===== src/rtl/mbc_pkg.sv =====
// Shared types, grid constants and neighbour lookup for the maze carver.
// No dependencies; used by mbc_ctrl, mbc_dpath and maze_backtracker_carver.
package mbc_pkg;

  localparam int GRID_W     = 16;
  localparam int GRID_H     = 16;
  localparam int MAX_CELLS  = 256;
  localparam int CELL_LIMIT = (GRID_W * GRID_H < MAX_CELLS) ? GRID_W * GRID_H : MAX_CELLS;
  localparam int COL_W      = $clog2(GRID_W);
  localparam int ROW_W      = 8;

  typedef enum logic {
    REQ_START = 1'b0,
    REQ_STEP  = 1'b1
  } req_kind_t;

  typedef enum logic [1:0] {
    DIR_RIGHT  = 2'd0,
    DIR_BOTTOM = 2'd1,
    DIR_LEFT   = 2'd2,
    DIR_TOP    = 2'd3
  } dir_t;

  typedef struct packed {
    req_kind_t  req_type;
    logic [7:0] start_cell;
    logic [7:0] pick;
  } item_t;

  typedef struct packed {
    logic       carved;
    logic [7:0] from_cell;
    logic [7:0] to_cell;
    dir_t       wall_dir;
    logic       done_res;
  } result_t;

  // Stack frame: cell in bits 7:0, count in 10:8, direction k in 12+2k:11+2k
  typedef struct packed {
    dir_t [3:0] dirs;
    logic [2:0] count;
    logic [7:0] cell_idx;
  } frame_t;

  typedef struct packed {
    logic       ok;
    logic [7:0] cell_idx;
  } nb_t;

  // Controller to datapath
  typedef struct packed {
    logic capture;
    logic begin_maze;
    logic enter_start;
    logic enter_nb;
    logic scan;
    logic push;
    logic pop;
    logic take;
    logic res_none;
    logic res_done;
    logic emit;
  } ctl_t;

  // Datapath to controller
  typedef struct packed {
    logic req_start;
    logic start_ok;
    logic depth_zero;
    logic depth_one;
    logic top_empty;
    logic nb_free;
    logic scan_last;
    logic out_free;
  } sts_t;

  typedef logic [MAX_CELLS-1:0][COL_W-1:0] col_tab_t;
  typedef logic [MAX_CELLS-1:0][ROW_W-1:0] row_tab_t;

  function automatic col_tab_t col_table();
    col_tab_t t;
    for (int i = 0; i < MAX_CELLS; i++) begin
      t[i] = COL_W'(i % GRID_W);
    end
    return t;
  endfunction

  function automatic row_tab_t row_table();
    row_tab_t t;
    for (int i = 0; i < MAX_CELLS; i++) begin
      t[i] = ROW_W'(i / GRID_W);
    end
    return t;
  endfunction

  localparam col_tab_t COL_OF = col_table();
  localparam row_tab_t ROW_OF = row_table();

  // Neighbour of a cell; ok is low when it lies off the grid or past cell 255
  function automatic nb_t neighbour(logic [7:0] cell_in, dir_t dir);
    logic [COL_W-1:0] col;
    logic [ROW_W-1:0] row;
    logic [9:0]       n;
    nb_t              r;
    col = COL_OF[cell_in];
    row = ROW_OF[cell_in];
    unique case (dir)
      DIR_RIGHT: begin
        r.ok = (10'(col) + 10'd1) < 10'(GRID_W);
        n    = 10'(cell_in) + 10'd1;
      end
      DIR_BOTTOM: begin
        r.ok = (10'(row) + 10'd1) < 10'(GRID_H);
        n    = 10'(cell_in) + 10'(GRID_W);
      end
      DIR_LEFT: begin
        r.ok = (col != '0);
        n    = 10'(cell_in) - 10'd1;
      end
      DIR_TOP: begin
        r.ok = (row != '0);
        n    = 10'(cell_in) - 10'(GRID_W);
      end
      default: begin
        r.ok = 1'b0;
        n    = '0;
      end
    endcase
    if (n >= 10'(CELL_LIMIT)) begin
      r.ok = 1'b0;
    end
    r.cell_idx = n[7:0];
    return r;
  endfunction

endpackage


===== src/rtl/mbc_ctrl.sv =====
// Sequencing state machine for the maze carver.
// Depends on mbc_pkg; drives mbc_dpath through ctl_t and reads sts_t.
module mbc_ctrl (
  input  logic          clk,
  input  logic          rst,
  input  logic          item_valid,
  output logic          item_stall,
  input  mbc_pkg::sts_t sts,
  output mbc_pkg::ctl_t ctl
);
  import mbc_pkg::*;

  typedef enum logic [6:0] {
    S_IDLE  = 7'b0000001,
    S_ENTER = 7'b0000010,
    S_PUSH  = 7'b0000100,
    S_READ  = 7'b0001000,
    S_EVAL  = 7'b0010000,
    S_CHECK = 7'b0100000,
    S_RESP  = 7'b1000000
  } state_t;

  state_t state, state_next;

  always_ff @(posedge clk) begin
    if (rst) begin
      state <= S_IDLE;
    end else begin
      state <= state_next;
    end
  end

  assign item_stall = (state != S_IDLE);

  always_comb begin
    state_next = state;
    ctl        = '0;
    unique case (state)
      S_IDLE: begin
        if (item_valid) begin
          ctl.capture = 1'b1;
          if (sts.req_start) begin
            ctl.begin_maze = 1'b1;
            ctl.res_none   = 1'b1;
            if (sts.start_ok) begin
              ctl.enter_start = 1'b1;
              state_next      = S_ENTER;
            end else begin
              ctl.res_done = 1'b1;
              state_next   = S_RESP;
            end
          end else if (sts.depth_zero) begin
            ctl.res_none = 1'b1;
            ctl.res_done = 1'b1;
            state_next   = S_RESP;
          end else begin
            state_next = S_READ;
          end
        end
      end
      S_ENTER: begin
        ctl.scan = 1'b1;
        if (sts.scan_last) begin
          state_next = S_PUSH;
        end
      end
      S_PUSH: begin
        ctl.push   = 1'b1;
        state_next = S_RESP;
      end
      S_READ: begin
        // stack read data lands at the end of this cycle
        state_next = S_EVAL;
      end
      S_EVAL: begin
        if (sts.top_empty) begin
          ctl.pop = 1'b1;
          if (sts.depth_one) begin
            ctl.res_none = 1'b1;
            ctl.res_done = 1'b1;
            state_next   = S_RESP;
          end else begin
            state_next = S_READ;
          end
        end else begin
          ctl.take   = 1'b1;
          state_next = S_CHECK;
        end
      end
      S_CHECK: begin
        if (sts.nb_free) begin
          ctl.enter_nb = 1'b1;
          state_next   = S_ENTER;
        end else begin
          ctl.res_none = 1'b1;
          state_next   = S_RESP;
        end
      end
      S_RESP: begin
        if (sts.out_free) begin
          ctl.emit   = 1'b1;
          state_next = S_IDLE;
        end
      end
      default: begin
        state_next = S_IDLE;
      end
    endcase
  end

endmodule


===== config.mk =====
export PLATFORM = sky130hd
export DESIGN_NAME = mbc_ctrl
export DESIGN_NICKNAME = d
export VERILOG_FILES = /design/src/rtl/mbc_pkg.sv /design/src/rtl/mbc_ctrl.sv
export SDC_FILE = /design/constraint.sdc
export NUM_CORES = 1
export LEC_CHECK = 0
export BUFFER_PORTS_ARGS = -buffer_cell sky130_fd_sc_hd__buf_4
export CORE_MARGIN = 5
export CORE_UTILIZATION = 40
export CTS_BUF_LIST = sky130_fd_sc_hd__clkbuf_2
export DETAILED_ROUTE_END_ITERATION = 12
export PLACE_DENSITY_LB_ADDON = 0.08
export RECOVER_POWER = 50
export SYNTH_ARGS = -nofsm -noshare
export SYNTH_HDL_FRONTEND = slang
export SYNTH_SLANG_ARGS = --single-unit
export TNS_END_PERCENT = 10

===== constraint.sdc =====
create_clock -name clk -period 2.1 [get_ports clk]
set_input_delay 0.105 -clock clk [delete_from_list [all_inputs] [get_ports clk]]
set_output_delay 0.105 -clock clk [all_outputs]
set_load 0.02 [all_outputs]

# Word-level counts from Yosys, hierarchy flattened
# Cells that the tools add are included.
# word_totals
output_inout_bits,12
ramBits,0
word_cells,45
mem_count,0
regBits,7
latchBits,0
romBits,0
# classes
n_reduce_logical,1
multipliers,0
n_bitwise,0
muxes,32
addsub,0
magnitude_cmp,0
div_mod_pow,0
n_eq_ne,11
n_shift,0
# ops
op,n
7-bit two-way mux,9
7-bit one-hot mux with 7 select lines,1
2-bit two-way mux,7
1-bit two-way mux,11
"7-bit by 1-bit equality test with 1-bit output, second input constant",1
"7-bit by 2-bit equality test with 1-bit output, second input constant",1
"7-bit by 3-bit equality test with 1-bit output, second input constant",1
"7-bit by 4-bit equality test with 1-bit output, second input constant",1
"7-bit by 5-bit equality test with 1-bit output, second input constant",1
"7-bit by 6-bit equality test with 1-bit output, second input constant",1
"7-bit equality test, second input constant",1
"7-bit by 1-bit != test with 1-bit output, second input constant",1
3-bit two-way mux,2
"2-bit != test, second input constant",3
1-bit one-hot mux with 3 select lines,1
3-bit AND reduction,1
1-bit one-hot mux with 2 select lines,1

# Longest topological paths before layout
# depth
depth_word,4
depth_mapped,7

# Worst setup path after synthesis
# Ideal clock, no wire load.
# synth_timing
path_type,register to register
startpoint,register state[4]
endpoint,register state[6]
setup_slack_ns,0.387
path_stages_with_launch,6
n_path_buf,0
arrival_time_ns,1.625
setup_time_ns,0.088
synth_period_minus_slack_ns,1.713
cell_sequence,dfxtp_1 -> or4_4 -> a21oi_2 -> a21oi_1 -> or4_4 -> o32ai_2
# synth_via
elab_chain_len,3
word_cells_on_any_way,12
# synth_rtl
item,line,source
start: declaration,mbc_ctrl.sv:23,"state_t state, state_next;"
start signal: assignment,mbc_ctrl.sv:29,state <= state_next;
"7-bit by 2-bit equality test with 1-bit output, or another cell as far along",mbc_ctrl.sv:38,unique case (state)
2-bit != test (no source line),--,
3-bit AND reduction (no source line),--,
# Parallel ways exist; a longest one is shown, timed or not.
# A chain may end at the register's enable or synchronous reset.

==> results.sh <==
export IMPL_p_leak_nw=0.3275
export IMPL_synthCells=75
export IMPL_design_area_um2=747.0
export IMPL_ys_top_cells_by_count="nor2_1 (12), dfxtp_1 (7), nand2_1 (6)"
export IMPL_arrival_ps=1840
export IMPL_synth_seq_cells=7
export IMPL_drt_total_wl_um=1601
export IMPL_cts_buffer_depth=2
export IMPL_clockRootBuffer="clkbuf_2"
export IMPL_async_flop_share=0
export IMPL_p_per_area_mw_per_mm2=1048
export IMPL_finalMaxSlewViolations=0
export IMPL_worst_path_buf_inv=1
export IMPL_crit_chain="nor4_2 -> and3_1 -> nand2_1 -> nor2_1 -> a22o_1 -> buf_4"
export IMPL_synthTopCellsByArea="dfxtp_1 (25%), nor2_1 (8.0%), nor4b_1 (4.7%)"
export IMPL_first_pass_iters=4
export IMPL_die_area_mm2=0.002262
export IMPL_top_register="state"
export IMPL_synth_edf_count=0
export IMPL_antenna_found_initial=0
export IMPL_cp_max_fo=11
export IMPL_h_tree_depth=1
export IMPL_yosysSeqAreaShare=0.2483
export IMPL_drt_iter0_drc=18
export IMPL_grt_pass1_wl_um=2504
export IMPL_synth_area_um2=564.3
export IMPL_finalClockSkew_ps=8.743
export IMPL_ant_nets=0
export IMPL_grt_usage=0.1599
export IMPL_die_h_um=47.56
export IMPL_synth_top_area_cell="dfxtp_1"
export IMPL_grt_max_degree=13
export IMPL_timing_hold_violations_final=0
export IMPL_ir_drop_v=0.0004180
export IMPL_drc=0
export IMPL_yosysWarnings=0
export IMPL_grt_pass1_vias=568
export IMPL_largest_reg_flops=7
export IMPL_grt_ovfl_total=0
export IMPL_synth_nets=86
export IMPL_syn_to_final_growth_pct=32.37
export IMPL_cts_buffers=3
export IMPL_cp_required_ps=2000
export IMPL_port_buffers=22
export IMPL_worstMarginPinSlew_ps=442.3
export IMPL_path_class="flip-flop to output port"
export IMPL_ys_types=33
export IMPL_final_nets=110
export IMPL_dp_hpwl_um=1208
export IMPL_maxSlewHeadroom=0.7048
export IMPL_placed_area_um2=734.5
export IMPL_cpLargestDelayFamily="simple AND/OR/NAND/NOR gates"
export IMPL_syn_area_per_cell_um2=7.524
export IMPL_finalSetupViolations=0
export IMPL_cts_tree="built"
export IMPL_yosysMostFrequentCell="nor2_1"
export IMPL_initial_core_util=0.4283
export IMPL_gp_congestion=0.8246
export IMPL_setup_worst_path_end_class="output port"
export IMPL_largest_registers="state: 7 flops"
export IMPL_cts_clk_slew_worst_paths_ps=90
export IMPL_rsz0062_at_grt="false"
export IMPL_cpMaxStageDelayCell="dfxtp_1"
export IMPL_drive_above_1_share=0.3163
export IMPL_nFillCells=134
export IMPL_yosysTopAreaCellShare=0.2483
export IMPL_die_w_um=47.56
export IMPL_status="finished clean"
export IMPL_vias_per_cell=5.628
export IMPL_clock_sinks=7
export IMPL_clk_latency_ps=260
export IMPL_cap_violations=0
export IMPL_post_route_period_util=0.9243
export IMPL_wl_per_cell_um=14.17
export IMPL_crit_path_max_incr_delay_ps=440
export IMPL_fin_setup_tns_ps=0
export IMPL_num_vias=636
export IMPL_ioPinCount=23
export IMPL_n_antenna_cell=0
export IMPL_synth_top_flop_cell="dfxtp_1"
export IMPL_core_area_mm2=0.001318
export IMPL_cp_start_kind="flip-flop"
export IMPL_max_freq_mhz=515.2
export IMPL_period_minus_slack_ps=1941
export IMPL_holdCritPathClass="input port to flip-flop"
export IMPL_num_rows=13
final cells by class:
class	count	area (µm²)	area share
multi-input cells	60	402.9	0.5394
repair buffers	22	146.4	0.1960
flip-flops and latches	7	140.1	0.1876
inverters	5	18.77	0.02513
well taps	15	18.77	0.02513
clock buffers	3	15.01	0.02010
clock inverters	1	5.005	0.006700
power breakdown:
group          switching (mW)  total [mW]  internal, mW
sequential             0.0648       0.220         0.155
combinational           0.252       0.459         0.207
clock                  0.0606       0.104        0.0430
total                   0.378       0.783         0.405
worst reg2reg max path: stages, from the launching register on:
cell and delay (ps):
dfxtp_1 600, or3b_2 240, nor2_1 50, o311a_1 310, or4_4 450, o32ai_2 130
what timing repair did:
| action | CTS | global route |
|---|---|---|
| resized for setup | 0 | 2 |
| setup endpoints to repair | 0 | 1 |
| buffers inserted | 0 | 0 |
| hold buffers | 0 | 0 |
kinds of logic (layout without fill, tap and decap cells):
family / count (synthesis) / after routing / synth area share
mux: 1 / 1 / 0.01995
buf+inv: 8 / 31 / 0.05765
simple gates: 44 / 44 / 0.4435
flops: 7 / 7 / 0.2483
xor+xnor: 1 / 1 / 0.01552
compound gates: 14 / 14 / 0.2151
final timing paths:
check | from | to | slack (ps) | depth (start not counted)
worst max-delay path | state[6] | ctl[1] | 160 | 6
worst min-delay path | sts[3] | state[5] | 30 | 2
worst max register to register | state[1] | state[6] | 250 | 5
worst min register to register | state[3] | state[4] | 590 | 2
layout by cell type, fill, tap and decap left out, drive strengths merged, types with 2 or more instances in the layout:
master / netlist / final
a21oi: 3 / 3
and3: 4 / 4
buf: 2 / 17
clkbuf: 1 / 8
dfxtp: 7 / 7
inv: 5 / 5
nand2: 6 / 6
nand2b: 3 / 3
nor2: 12 / 12
nor3: 5 / 5
nor4: 2 / 2
nor4b: 3 / 3
or3b: 2 / 2
or4: 2 / 2
layer usage:
layer  global-route usage  vias to the layer above  wire length [µm]
met2               0.2406                       16               789
met3              0.06767                        2                93
met4              0.04839                        0                15
li1                     -                      320                 -
met1               0.2081                      298               702
met5                    0                        -                 0
per-stage QoR:
stage | hold slack, ps | power [mW] | setup slack, ps | util | cells
after floorplan | 181.8 | 0.5473 | 387.0 | - | 75
after global placement | 298.7 | 0.6920 | 293.2 | 0.5575 | 109
after detailed placement | 303.3 | 0.6885 | 283.8 | 0.5575 | 109
after CTS | 18.10 | 0.7946 | 116.9 | 0.5727 | 113
after global routing | 5.176 | 0.8450 | 34.63 | 0.5670 | 113
final | 30.16 | 0.7828 | 158.9 | 0.5670 | 113
Note: power is estimated with default switching activity, not from simulation.
